[src/hdl/ptts_pkg.sv]
// Shared types and constants for the periodic task tick scheduler.
// No dependencies; every other file in hdl/ refers to it by scoped names.
package ptts_pkg;

	localparam int ACTION_W    = 3;
	localparam int SLOT_W      = 6;
	localparam int VALUE_W     = 32;
	localparam int STATUS_W    = 2;
	localparam int FIRED_W     = 8;
	localparam int FIRED_SEL_W = $clog2(FIRED_W);

	typedef enum logic [ACTION_W-1:0] {
		ACT_TICK        = 3'd0,
		ACT_ADD         = 3'd1,
		ACT_ENABLE      = 3'd2,
		ACT_DELETE      = 3'd3,
		ACT_SET_PERIOD  = 3'd4,
		ACT_RESET_COUNT = 3'd5,
		ACT_READ_PERIOD = 3'd6,
		ACT_READ_COUNT  = 3'd7
	} action_t;

	typedef enum logic [STATUS_W-1:0] {
		ST_OK    = 2'd0,
		ST_RANGE = 2'd1,
		ST_FULL  = 2'd2
	} status_t;

	// Command word as it walks down the row of slot cells, collecting its result.
	typedef struct packed {
		logic               vld;
		action_t            action;
		logic [SLOT_W-1:0]  slot;
		logic [VALUE_W-1:0] period;
		logic               en;
		logic               claimed;
		status_t            status;
		logic [SLOT_W-1:0]  slot_taken;
		logic [VALUE_W-1:0] read_value;
		logic [FIRED_W-1:0] fired;
	} token_t;

endpackage

[src/hdl/ptts_cmd_if.sv]
// Command channel of the tick scheduler: valid/ready plus the command word.
// Depends on ptts_pkg for field widths.
interface ptts_cmd_if;
	logic                        valid;
	logic                        ready;
	logic [ptts_pkg::ACTION_W-1:0] action;
	logic [ptts_pkg::SLOT_W-1:0]   slot;
	logic [ptts_pkg::VALUE_W-1:0]  period_value;
	logic                        enable_flag;

	modport source (output valid, action, slot, period_value, enable_flag, input ready);
	modport sink (input valid, action, slot, period_value, enable_flag, output ready);
endinterface

[src/hdl/ptts_rsp_if.sv]
// Response channel of the tick scheduler: valid/ready plus the result word.
// Depends on ptts_pkg for field widths.
interface ptts_rsp_if;
	logic                          valid;
	logic                          ready;
	logic [ptts_pkg::STATUS_W-1:0] status;
	logic [ptts_pkg::SLOT_W-1:0]   slot_taken;
	logic [ptts_pkg::VALUE_W-1:0]  read_value;
	logic [ptts_pkg::FIRED_W-1:0]  fired_mask;

	modport source (output valid, status, slot_taken, read_value, fired_mask, input ready);
	modport sink (input valid, status, slot_taken, read_value, fired_mask, output ready);
endinterface

[src/hdl/ptts_cell.sv]
// One task slot: occupied/enable flags, period and counter, plus the stage
// register that hands the command word to the next slot. Depends on ptts_pkg.
module ptts_cell #(
	parameter int CELL_IDX = 0
) (
	input  logic             clk,
	input  logic             arst_n,
	input  logic             adv,
	input  ptts_pkg::token_t tok_in,
	output ptts_pkg::token_t tok_out
);

	localparam logic [ptts_pkg::SLOT_W-1:0] MY_SLOT = ptts_pkg::SLOT_W'(CELL_IDX);
	localparam logic [ptts_pkg::FIRED_SEL_W-1:0] FIRED_IDX =
		ptts_pkg::FIRED_SEL_W'(CELL_IDX % ptts_pkg::FIRED_W);
	localparam bit HAS_FIRED_BIT = (CELL_IDX < ptts_pkg::FIRED_W);

	logic                         occ_q, occ_d;
	logic                         en_q, en_d;
	logic [ptts_pkg::VALUE_W-1:0] period_q, period_d;
	logic [ptts_pkg::VALUE_W-1:0] cnt_q, cnt_d;
	logic [ptts_pkg::VALUE_W-1:0] cnt_inc;
	logic                         hit;
	ptts_pkg::token_t             tok_q, nxt;

	assign cnt_inc = cnt_q + ptts_pkg::VALUE_W'(1);
	assign hit     = (tok_in.slot == MY_SLOT);

	always_comb begin
		nxt      = tok_in;
		occ_d    = occ_q;
		en_d     = en_q;
		period_d = period_q;
		cnt_d    = cnt_q;
		if (tok_in.vld) begin
			unique case (tok_in.action)
				ptts_pkg::ACT_TICK: begin
					if (occ_q && en_q) begin
						if (cnt_inc == period_q) begin
							cnt_d = '0;
							if (HAS_FIRED_BIT) nxt.fired[FIRED_IDX] = 1'b1;
						end else begin
							cnt_d = cnt_inc;
						end
					end
				end
				ptts_pkg::ACT_ADD: begin
					// first free slot along the row claims the add
					if (!tok_in.claimed && !occ_q) begin
						occ_d          = 1'b1;
						en_d           = 1'b1;
						period_d       = tok_in.period;
						cnt_d          = '0;
						nxt.claimed    = 1'b1;
						nxt.status     = ptts_pkg::ST_OK;
						nxt.slot_taken = MY_SLOT;
					end
				end
				ptts_pkg::ACT_ENABLE: begin
					if (hit) en_d = tok_in.en;
				end
				ptts_pkg::ACT_DELETE: begin
					if (hit) begin
						occ_d    = 1'b0;
						en_d     = 1'b0;
						period_d = '0;
						cnt_d    = '0;
					end
				end
				ptts_pkg::ACT_SET_PERIOD: begin
					if (hit) period_d = tok_in.period;
				end
				ptts_pkg::ACT_RESET_COUNT: begin
					if (hit) cnt_d = '0;
				end
				ptts_pkg::ACT_READ_PERIOD: begin
					if (hit) nxt.read_value = period_q;
				end
				ptts_pkg::ACT_READ_COUNT: begin
					if (hit) nxt.read_value = cnt_q;
				end
			endcase
		end
	end

	always_ff @(posedge clk or negedge arst_n) begin
		if (!arst_n) begin
			occ_q    <= 1'b0;
			en_q     <= 1'b0;
			period_q <= '0;
			cnt_q    <= '0;
			tok_q    <= '0;
		end else if (adv) begin
			occ_q    <= occ_d;
			en_q     <= en_d;
			period_q <= period_d;
			cnt_q    <= cnt_d;
			tok_q    <= nxt;
		end
	end

	assign tok_out = tok_q;

endmodule

[src/hdl/periodic_task_tick_scheduler_unit.sv]
// An accepted command word goes through the entry register, the slot cells and then
// the output register to its result word; only one word is in flight at a time, and
// it walks the row one cell per cycle unless a full output register holds the row.
// A finished result waits in the output register while the next word is taken.
// Reset (arst_n low) clears every slot: free, disabled, period and counter zero.
// Depends on ptts_pkg, ptts_cmd_if, ptts_rsp_if and ptts_cell.
module periodic_task_tick_scheduler_unit #(
	parameter int SLOT_COUNT = 8
) (
	input  logic        clk,
	input  logic        arst_n,
	ptts_cmd_if.sink    cmd,
	ptts_rsp_if.source  rsp
);

	localparam int CMP_W = ptts_pkg::SLOT_W + 1;

	ptts_pkg::token_t chain [SLOT_COUNT+1];
	ptts_pkg::token_t entry_q;
	logic [SLOT_COUNT:0] vld_vec;

	logic busy_q;
	logic out_valid_q;
	logic [ptts_pkg::STATUS_W-1:0] status_q;
	logic [ptts_pkg::SLOT_W-1:0]   slot_taken_q;
	logic [ptts_pkg::VALUE_W-1:0]  read_value_q;
	logic [ptts_pkg::FIRED_W-1:0]  fired_q;

	logic accept, adv, load_out, out_of_range;
	ptts_pkg::action_t cmd_action;

	assign cmd_action   = ptts_pkg::action_t'(cmd.action);
	assign cmd.ready    = !busy_q;
	assign accept       = cmd.valid && !busy_q;
	// hold the whole row while the last word waits on a full output register
	assign adv          = !(chain[SLOT_COUNT].vld && out_valid_q && !rsp.ready);
	assign load_out     = chain[SLOT_COUNT].vld && adv;
	assign out_of_range = ({1'b0, cmd.slot} >= CMP_W'(SLOT_COUNT));

	always_ff @(posedge clk or negedge arst_n) begin
		if (!arst_n) begin
			entry_q <= '0;
		end else if (accept) begin
			entry_q.vld        <= 1'b1;
			entry_q.action     <= cmd_action;
			entry_q.slot       <= cmd.slot;
			entry_q.period     <= cmd.period_value;
			entry_q.en         <= cmd.enable_flag;
			entry_q.claimed    <= 1'b0;
			entry_q.slot_taken <= '0;
			entry_q.read_value <= '0;
			entry_q.fired      <= '0;
			if (cmd_action == ptts_pkg::ACT_ADD)
				entry_q.status <= ptts_pkg::ST_FULL;
			else if (cmd_action != ptts_pkg::ACT_TICK && out_of_range)
				entry_q.status <= ptts_pkg::ST_RANGE;
			else
				entry_q.status <= ptts_pkg::ST_OK;
		end else if (adv) begin
			entry_q.vld <= 1'b0;
		end
	end

	assign chain[0]   = entry_q;
	assign vld_vec[0] = chain[0].vld;

	for (genvar i = 0; i < SLOT_COUNT; i++) begin : g_cell
		ptts_cell #(.CELL_IDX(i)) u_cell (
			.clk     (clk),
			.arst_n  (arst_n),
			.adv     (adv),
			.tok_in  (chain[i]),
			.tok_out (chain[i+1])
		);
		assign vld_vec[i+1] = chain[i+1].vld;
	end

	always_ff @(posedge clk or negedge arst_n) begin
		if (!arst_n) begin
			busy_q      <= 1'b0;
			out_valid_q <= 1'b0;
		end else begin
			if (accept) busy_q <= 1'b1;
			else if (load_out) busy_q <= 1'b0;
			if (load_out) out_valid_q <= 1'b1;
			else if (rsp.ready) out_valid_q <= 1'b0;
		end
	end

	always_ff @(posedge clk) begin
		if (load_out) begin
			status_q     <= chain[SLOT_COUNT].status;
			slot_taken_q <= chain[SLOT_COUNT].slot_taken;
			read_value_q <= chain[SLOT_COUNT].read_value;
			fired_q      <= chain[SLOT_COUNT].fired;
		end
	end

	assign rsp.valid      = out_valid_q;
	assign rsp.status     = status_q;
	assign rsp.slot_taken = slot_taken_q;
	assign rsp.read_value = read_value_q;
	assign rsp.fired_mask = fired_q;

	a_one_word: assert property (@(posedge clk) disable iff (!arst_n)
		$onehot0(vld_vec))
		else $error("more than one command word in the slot row");

	a_idle_empty: assert property (@(posedge clk) disable iff (!arst_n)
		!busy_q |-> (vld_vec == '0))
		else $error("slot row holds a word while not busy");

	a_accept_enters: assert property (@(posedge clk) disable iff (!arst_n)
		accept |=> entry_q.vld && busy_q)
		else $error("accepted word did not enter the row");

	a_load_frees: assert property (@(posedge clk) disable iff (!arst_n)
		load_out |=> rsp.valid && !busy_q)
		else $error("finished word not moved to output register");

endmodule

[src/flat_wrapper.sv]
// flat-port wrapper written by rule: the top's interface ports become plain ports
module periodic_task_tick_scheduler_unit_flat 
#(
	parameter int SLOT_COUNT = 8
)
  (clk, arst_n, cmd_valid, cmd_action, cmd_slot, cmd_period_value, cmd_enable_flag, cmd_ready, rsp_valid, rsp_status, rsp_slot_taken, rsp_read_value, rsp_fired_mask, rsp_ready);
  ptts_cmd_if cmd_i ();
  ptts_rsp_if rsp_i ();
  input  logic clk;
  input  logic arst_n;
  input wire logic [$bits(cmd_i.valid)-1:0] cmd_valid;
  input wire logic [$bits(cmd_i.action)-1:0] cmd_action;
  input wire logic [$bits(cmd_i.slot)-1:0] cmd_slot;
  input wire logic [$bits(cmd_i.period_value)-1:0] cmd_period_value;
  input wire logic [$bits(cmd_i.enable_flag)-1:0] cmd_enable_flag;
  output wire logic [$bits(cmd_i.ready)-1:0] cmd_ready;
  output wire logic [$bits(rsp_i.valid)-1:0] rsp_valid;
  output wire logic [$bits(rsp_i.status)-1:0] rsp_status;
  output wire logic [$bits(rsp_i.slot_taken)-1:0] rsp_slot_taken;
  output wire logic [$bits(rsp_i.read_value)-1:0] rsp_read_value;
  output wire logic [$bits(rsp_i.fired_mask)-1:0] rsp_fired_mask;
  input wire logic [$bits(rsp_i.ready)-1:0] rsp_ready;
  assign cmd_i.valid = cmd_valid;
  assign cmd_i.action = cmd_action;
  assign cmd_i.slot = cmd_slot;
  assign cmd_i.period_value = cmd_period_value;
  assign cmd_i.enable_flag = cmd_enable_flag;
  assign cmd_ready = cmd_i.ready;
  assign rsp_valid = rsp_i.valid;
  assign rsp_status = rsp_i.status;
  assign rsp_slot_taken = rsp_i.slot_taken;
  assign rsp_read_value = rsp_i.read_value;
  assign rsp_fired_mask = rsp_i.fired_mask;
  assign rsp_i.ready = rsp_ready;
  periodic_task_tick_scheduler_unit #(.SLOT_COUNT(SLOT_COUNT)) u_core (.clk(clk), .arst_n(arst_n), .cmd(cmd_i), .rsp(rsp_i));
endmodule
[config.mk]
export PLATFORM = sky130hd
export DESIGN_NAME = periodic_task_tick_scheduler_unit_flat
export DESIGN_NICKNAME = d
export VERILOG_FILES = /design/src/hdl/ptts_pkg.sv /design/src/hdl/ptts_cmd_if.sv /design/src/hdl/ptts_rsp_if.sv /design/src/hdl/ptts_cell.sv /design/src/hdl/periodic_task_tick_scheduler_unit.sv /design/src/flat_wrapper.sv
export SDC_FILE = /design/constraint.sdc
export NUM_CORES = 2
export LEC_CHECK = 0
export BUFFER_PORTS_ARGS = -buffer_cell sky130_fd_sc_hd__buf_4
export CAP_MARGIN = 0
export CORE_MARGIN = 2
export CORE_UTILIZATION = 55
export CTS_CLUSTER_DIAMETER = 100
export DETAILED_ROUTE_END_ITERATION = 16
export HOLD_SLACK_MARGIN = 0.06
export PLACE_DENSITY = 0.74
export SETUP_SLACK_MARGIN = 0.02
export SKIP_CTS_REPAIR_TIMING = 1
export SYNTH_ARGS = -nofsm -noshare
export SYNTH_HDL_FRONTEND = slang
export SYNTH_SLANG_ARGS = --single-unit
export TNS_END_PERCENT = 30
[constraint.sdc]
create_clock -name clk -period 3.67 [get_ports clk]
set_clock_uncertainty 0.1 [all_clocks]
set_input_delay 0.734 -clock clk [delete_from_list [all_inputs] [get_ports clk]]
set_output_delay 0.734 -clock clk [all_outputs]
set_load 0.02 [all_outputs]
=== Yosys cells after proc, flatten, opt, wreduce, memory -nomap -nowiden ===
Cells that the tools add are included.

* Register bits after elaboration: 1288
* Bits of input ports: 46
* Output and inout bits: 50
* Word-level logic and storage cells: 563

* Reduce and logical (&&, ||, !) cells: 122
* Multiplexer cells: 191
* Add/sub/neg operators: 8
* Bitwise logic cells: 1
* Order comparisons: 1
* Equal/unequal tests: 121

{| class="wikitable"
|+ Operator list
! operator !! count
|-
| two-way mux 32 bit || 64
|-
| case mux 32 bit (3 select lines) || 16
|-
| case mux 32 bit (2 select lines) || 8
|-
| two-way mux 41 bit || 8
|-
| adder 32 x 1 -> 32 bit (second input constant) || 8
|-
| == test 32 bit || 8
|-
| AND reduction 6 bit || 24
|-
| two-way mux 9 bit || 14
|-
| == test 3 bit (second input constant) || 32
|-
| inequality test 2 bit (second input constant) || 40
|-
| nonzero test 3 bit || 25
|-
| two-way mux 1 bit || 62
|-
| == test 3 x 2 -> 1 bit (second input constant) || 16
|-
| AND reduction 5 bit || 8
|-
| == test 3 x 1 -> 1 bit (second input constant) || 9
|-
| == test 6 x 3 -> 1 bit (second input constant) || 4
|-
| logical NOT 3 bit || 8
|-
| case mux 1 bit (3 select lines) || 8
|-
| logical AND 1 bit || 20
|-
| nonzero test 2 bit || 10
|-
| logical NOT 1 bit || 18
|-
| inequality test 2 x 1 -> 1 bit (second input constant) || 9
|-
| two-way mux 8 bit || 2
|-
| case mux 1 bit (2 select lines) || 8
|-
| other kinds (7) || 15
|}

=== Logic depth before layout (Yosys ltp) ===
* Depth after elaboration: 6
* Mapped depth: 14
* Gate-level depth less buffers: 10

=== By module ===
Synthesis repeated with hierarchy kept, for this count alone.

* Cells, all modules: 7019
* Area, all modules: 70616.5 um^2

{| class="wikitable"
|+ By module, submodules not included
! module !! area each (um^2) !! seq. area each (um^2) !! instances !! cells an instance
|-
| ptts_cell at u_core.g_cell[7].u_cell || 8700.8 || 3953.8 || 1 || 880
|-
| ptts_cell at u_core.g_cell[4].u_cell || 8664.6 || 3953.8 || 1 || 890
|-
| ptts_cell at u_core.g_cell[3].u_cell || 8471.9 || 3953.8 || 1 || 859
|-
| ptts_cell at u_core.g_cell[2].u_cell || 8388.0 || 3953.8 || 1 || 844
|-
| ptts_cell at u_core.g_cell[5].u_cell || 8371.8 || 3953.8 || 1 || 838
|-
| ptts_cell at u_core.g_cell[6].u_cell || 8260.4 || 3953.8 || 1 || 823
|-
| ptts_cell at u_core.g_cell[0].u_cell || 8254.2 || 3953.8 || 1 || 835
|-
| ptts_cell at u_core.g_cell[1].u_cell || 8231.6 || 3953.8 || 1 || 803
|-
| periodic_task_tick_scheduler_unit || 3273.1 || 2617.5 || 1 || 247
|}

=== Worst setup path before layout ===
Ideal clock, no wire load.

* Path type: register to register
* Start point: register u_core.g_cell[1].u_cell.cnt_q[0] in the netlist's numbering
* End point: register u_core.g_cell[1].u_cell.cnt_q[21] in the netlist's numbering
* Clock period less this slack: 3480 ps
* Data required time: 3449 ps
* Setup time: 121 ps
* Cell stages (with the launch flop): 12
* Arrival: 3259 ps
* Path buffers: 1
* Slack: 190 ps
* Path through: dfrtp_1 -> ha_1 -> nand3_1 -> or4_1 -> nor2_2 -> and4_1 -> xnor2_1 -> o2111ai_1 -> o41ai_4 -> clkbuf_1 -> o21ai_0 -> a22o_1

* Cells in the longest elaborated chain, start to end: 5

{| class="wikitable"
|+ Ends and longest elaborated chain
! item !! line !! RTL
|-
| from (decl) || ptts_cell.sv:21 || <nowiki>logic [ptts_pkg::VALUE_W-1:0] cnt_q, cnt_d;</nowiki>
|-
| from (signal assigned) || ptts_cell.sv:97 || <nowiki>cnt_q <= cnt_d;</nowiki>
|-
| adder 32 x 1 -> 32 bit * || ptts_cell.sv:26 || <nowiki>assign cnt_inc = cnt_q + ptts_pkg::VALUE_W'(1);</nowiki>
|-
| == test 32 bit || ptts_cell.sv:39 || <nowiki>if (cnt_inc == period_q) begin</nowiki>
|-
| two-way mux 32 bit * || ptts_cell.sv:39 ||
|-
| two-way mux 32 bit * || ptts_cell.sv:38 || <nowiki>if (occ_q && en_q) begin</nowiki>
|-
| case mux 32 bit (3 select lines) * || ptts_cell.sv:36 || <nowiki>unique case (tok_in.action)</nowiki>
|}

Every way passes the cells marked *; elsewhere a longest branch is shown, timed or not. The select of a mux whose other input is x is not followed.
A chain may end at the register's enable or synchronous reset.

=== Final worst setup path ===
* Start point: register u_core.g_cell[1].u_cell.cnt_q[1] in the netlist's numbering
* End point: register u_core.g_cell[1].u_cell.cnt_q[30] in the netlist's numbering

Same word-level chain as after synthesis.

==> reports/results.env <==
CTS.CLK_SLEW.WORST_PATHS_NS=0.06
LAYOUT.NETS=7848
FILL_CELL_INSTANCE_COUNT_OF_THE_FINAL_LAYOUT=10038
LAYOUT-AREA-OVERHEAD-VS-SYNTH_PCT=14.3
DRIVE_ABOVE_1_SHARE_PCT=11.2
COMB_POWER_SHARE_PCT=30.4
PORT_BUFFERS=92
HOLD_PATH_DEPTH=3
REG2REG_DEPTH=14
DRC_ERRORS=0
DIE_AREA_UM2=122000
TERMINUS_OF_THE_CRITICAL_FLOP_TO_FLOP_PATH='u_core.g_cell[1].u_cell.cnt_q[30]$_DFFE_PN0P_'
DIE_H_UM=349
MIN_TO='u_core.chain[789]$_DFFE_PN0P_'
YS_ASYNC_SR_FRACTION_PCT=96.4
SYN_AREA_UM2=65500
RSZ0062_AT_GRT='true'
FINAL_CRITICAL_PATH_TIME_INCLUDING_I_O_DELAYS_AND_SETUP_NS=3.54
MAX-CAP-VIOLATIONS=0
POWER.SWITCHING_mW=21.4
INITIAL_CORE_UTIL_PCT=55.4
SYNTH_SEQ_CELLS=1254
WORST-ENDPOINT-REQUIRED_NS=4.24
SETUP_WS_NS=0.132
YOSYSSEQAREASHARE_PCT=48.3
WORSTHOLDPATHTYPE='in2reg'
TIMING.CRITICAL_PATH.ARRIVAL_NS=4.11
FINAL_ANTENNA_NET_COUNT=0
FINALMAXSLEWVIOLATIONS=0
FINAL.PERIOD_UTILIZATION_PCT=96.4
FINAL_DESIGN_AREA_NO_FILL_UM2=74800
INSERTED_CLOCK_BUFFERS=138
GLOBALROUTE.TOTALOVERFLOW=0
SLEW_HEADROOM_PCT=19.6
SYNTH_ENABLE_FLOP_CELLS=45
GP_CONGESTION=0.967
WL_PER_CELL_UM=22.5
MULTI_INPUT_COMB_AREA_UM2=31500
P_TOTAL_mW=54.5
CRIT-REG2REG-LAUNCH='u_core.g_cell[1].u_cell.cnt_q[1]$_DFFE_PN0P_'
P_SEQ_SHARE_PCT=43.5
DRT_ITER0_DRC=6117
PRE_CTS_WS_NS=0.0432
FINISH.UTILIZATION_PCT=63.4
GRT_USE_MET2_PCT=56.0
GRT.TOTAL_USAGE_PCT=34.8
CP-END-KIND='flip-flop'
YS_TYPES=96
POST_SYNTH_INST_COUNT=7687
GRT.MET3_USAGE_PCT=4.75
ROUTE.VIAS.TOTAL=57817
INTERNAL_POWER_mW=33.1
CLOCK_PATH_BUFFERS=3
IO_PINS=96
WORSTMARGINPINSLEW_NS=1.20
LAYOUT.CELLS.MOST_COMMON_LIST='sky130_fd_sc_hd__nand2_1, sky130_fd_sc_hd__dfrtp_1, sky130_fd_sc_hd__a21oi_1'
YS.FLOP_TYPE='sky130_fd_sc_hd__dfrtp_1'
ANTENNA_VIOLATIONS_BEFORE_REPAIR=7
ACHIEVABLE-FREQUENCY_MHz=283
CRIT_FANOUT=24
CLK-INSERTION-DELAY-LATE_NS=0.79
STATIC-LEAKAGE-POWER_nW=34.4
FINALSETUPVIOLCOUNT=0
POWER.SHARE.CLOCK_PCT=26.1
POWER_DENSITY_nW_PER_UM2=729
MAXIMUM_NUMBER_OF_PINS_ON_ONE_NET_BEFORE_GLOBAL_ROUTE_REPAIR=201
DR.PASS1.ITERS=6
CLOCK_TREE_FROM_TRITONCTS='done'
TIMING.HOLD.WORST.START='cmd_period_value[3]'
WL_UM=213000
CTS-ROOT-BUF='sky130_fd_sc_hd__clkbuf_16'
PLACEMENTROWS=126
SYNTHESIS.YOSYS.WARNINGS=0
GRT_FIRST_PASS_WIRELENGTH_UM=328000
TIMING.REG2REG.SETUP_SLACK_NS=0.13
STATUS='completed'
ROUTE.DETAILED.VIAS_PER_INST=6.12
SWITCHING_SHARE_PCT=39.3
SINK_COUNT_OF_THE_CLOCK_TREE=1254
WORSTSETUPPATHTYPE='reg2reg'
NUMBER_OF_GLOBAL_ROUTE_VIAS_BEFORE_REPAIR=54580
DESIGN.CORE.AREA_UM2=118000
DETAILED_PLACE_HPWL_UM=154000
FINAL_COMMON_CELL='sky130_fd_sc_hd__nand2_1'
IR_WORST_VDD_V=0.000581
GROUTE.LAYER.MET1.USAGE_PCT=45.5
CTS.HTREE.LEVELS=4
POST_DP_CELL_AREA_UM2=69600
SEQUENTIAL_CELL_AREA_IN_THE_FINAL_LAYOUT_UM2=31600
DIE_W_UM=349
SYNTH.AVG_CELL_AREA_UM2=8.52
CRIT_PATH_START_KIND='flip-flop'
GR-MAX-USAGE-LAYER='met2'
NUMBER_OF_HOLD_SLACK_VIOLATIONS_IN_THE_FINAL_TIMING_REPORT=0
==> cell families after synthesis <==
| family | count (synthesis) | share of synthesized area, % |
|---|---|---|
| other | 1 | 0.00573 |
| muxes | 266 | 4.08 |
| and+or+nand+nor | 3607 | 24.7 |
| buffers and inverters | 694 | 4.13 |
| AOI/OAI and AO/OA | 1515 | 14.0 |
| DFF | 1254 | 48.3 |
| xor gates and xnor gates | 340 | 4.55 |
| adders and majority gates | 10 | 0.183 |
==> power by group through the flow <==
stage               clock (mW)  combinational [mW]  sequential [mW]
floorplan                    0                11.5             21.3
global placement             0                15.9             23.6
detailed placement           0                16.2             23.7
CTS                       14.3                16.3             23.5
global route              14.9                18.3             24.1
finish                    14.2                16.6             23.7
==> layer usage <==
layer / wire length [um] / vias to the layer above / share of wire [%]
met5: 13 / - / 0.0061
met2: 100000 / 2076 / 47
met4: 13700 / 2 / 6.4
met3: 12700 / 535 / 6.0
met1: 86000 / 28354 / 40
li1: - / 26850 / -
==> synth_stat cells, drive strengths merged, types with 8 or more instances <==
master | number | area [um2]
nor3 | 318 | 1590
and4 | 33 | 289
a22o | 103 | 902
inv | 79 | 297
nand3 | 234 | 1180
or3 | 35 | 219
nand3b | 18 | 135
o211ai | 26 | 200
a41oi | 9 | 78.8
o21a | 10 | 75.1
nor4b | 17 | 149
mux2i | 257 | 2570
a221o | 24 | 240
a22oi | 36 | 270
nor4 | 77 | 532
o31ai | 32 | 245
ha | 8 | 100
and3 | 99 | 619
o2111ai | 12 | 105
a31oi | 35 | 219
xor2 | 105 | 920
o22a | 10 | 87.6
or4 | 30 | 229
and2 | 26 | 163
nand4b | 12 | 105
or2 | 15 | 93.8
nor2b | 60 | 375
nand4 | 132 | 866
nor2 | 463 | 1740
nand2 | 1969 | 7390
mux2 | 9 | 101
dfrtp | 1209 | 30300
clkbuf | 533 | 2000
o21ai | 477 | 2390
nor3b | 17 | 128
a21oi | 554 | 2770
o22ai | 17 | 106
a2bb2oi | 8 | 70.1
a21o | 21 | 158
a211oi | 21 | 158
buf | 82 | 405
edfxtp | 45 | 1350
xnor2 | 235 | 2060
nand2b | 34 | 213
o311ai | 43 | 377
==> worst max-delay path, stage by stage, from the launching register on <==
cell and delay, ns:
sky130_fd_sc_hd__dfrtp_1 0.41, sky130_fd_sc_hd__ha_1 0.20, sky130_fd_sc_hd__nand3_1 0.13, sky130_fd_sc_hd__buf_4 0.19, sky130_fd_sc_hd__nor4_4 0.28, sky130_fd_sc_hd__buf_6 0.17
sky130_fd_sc_hd__nand3_1 0.10, sky130_fd_sc_hd__and3b_1 0.19, sky130_fd_sc_hd__nor4bb_1 0.30, sky130_fd_sc_hd__nand4_1 0.24, sky130_fd_sc_hd__o41ai_4 0.38, sky130_fd_sc_hd__buf_4 0.19
sky130_fd_sc_hd__nor2_1 0.05, sky130_fd_sc_hd__buf_6 0.19, sky130_fd_sc_hd__a41o_1 0.27
==> how the worst max path moves through the flow <==
stage,to,start,depth (start not counted)
floorplan,u_core.g_cell[1].u_cell.cnt_q[21]$_DFFE_PN0P_,u_core.g_cell[1].u_cell.cnt_q[0]$_DFFE_PN0P_,11
CTS,u_core.g_cell[6].u_cell.cnt_q[5]$_DFFE_PN0P_,u_core.g_cell[6].u_cell.cnt_q[1]$_DFFE_PN0P_,11
global placement,u_core.g_cell[4].u_cell.cnt_q[31]$_DFFE_PN0P_,u_core.g_cell[4].u_cell.cnt_q[0]$_DFFE_PN0P_,10
detailed placement,u_core.g_cell[6].u_cell.cnt_q[5]$_DFFE_PN0P_,u_core.g_cell[6].u_cell.cnt_q[1]$_DFFE_PN0P_,11
finish,u_core.g_cell[1].u_cell.cnt_q[30]$_DFFE_PN0P_,u_core.g_cell[1].u_cell.cnt_q[1]$_DFFE_PN0P_,14
global route,u_core.g_cell[1].u_cell.cnt_q[0]$_DFFE_PN0P_,u_core.g_cell[1].u_cell.cnt_q[1]$_DFFE_PN0P_,14
==> metrics by stage <==
step                      hold WS [ns]  TNS (ns)  cells
after floorplan                  0.325         0   7689
after global placement           0.330         0   9151
after detailed placement         0.330         0   9151
after CTS                       -0.242         0   9403
after global routing            0.0630   -0.0212   9447
final                           0.0470         0   9447
==> registers in the layout (all words and copies together), names as in the netlist, 2 cells and up <==
signal	count
u_core.chain	45
u_core.g_cell.u_cell.cnt_q	256
u_core.g_cell.u_cell.en_q	8
u_core.g_cell.u_cell.occ_q	8
u_core.g_cell.u_cell.period_q	256
u_core.g_cell.u_cell.tok_out	634
u_core.rsp.fired_mask	8
u_core.rsp.read_value	32
u_core.rsp.slot_taken	3
u_core.rsp.status	2
==> layout make-up <==
cell class	count	area share, %
flip-flops and latches	1254	42.2
multi-input cells	5741	42.1
repair buffers	580	6.51
clock buffers	195	5.29
well taps	1536	2.57
clock inverters	57	0.891
inverters	79	0.396
diodes	5	0.0167
Note: power is estimated with default switching activity, not from simulation.
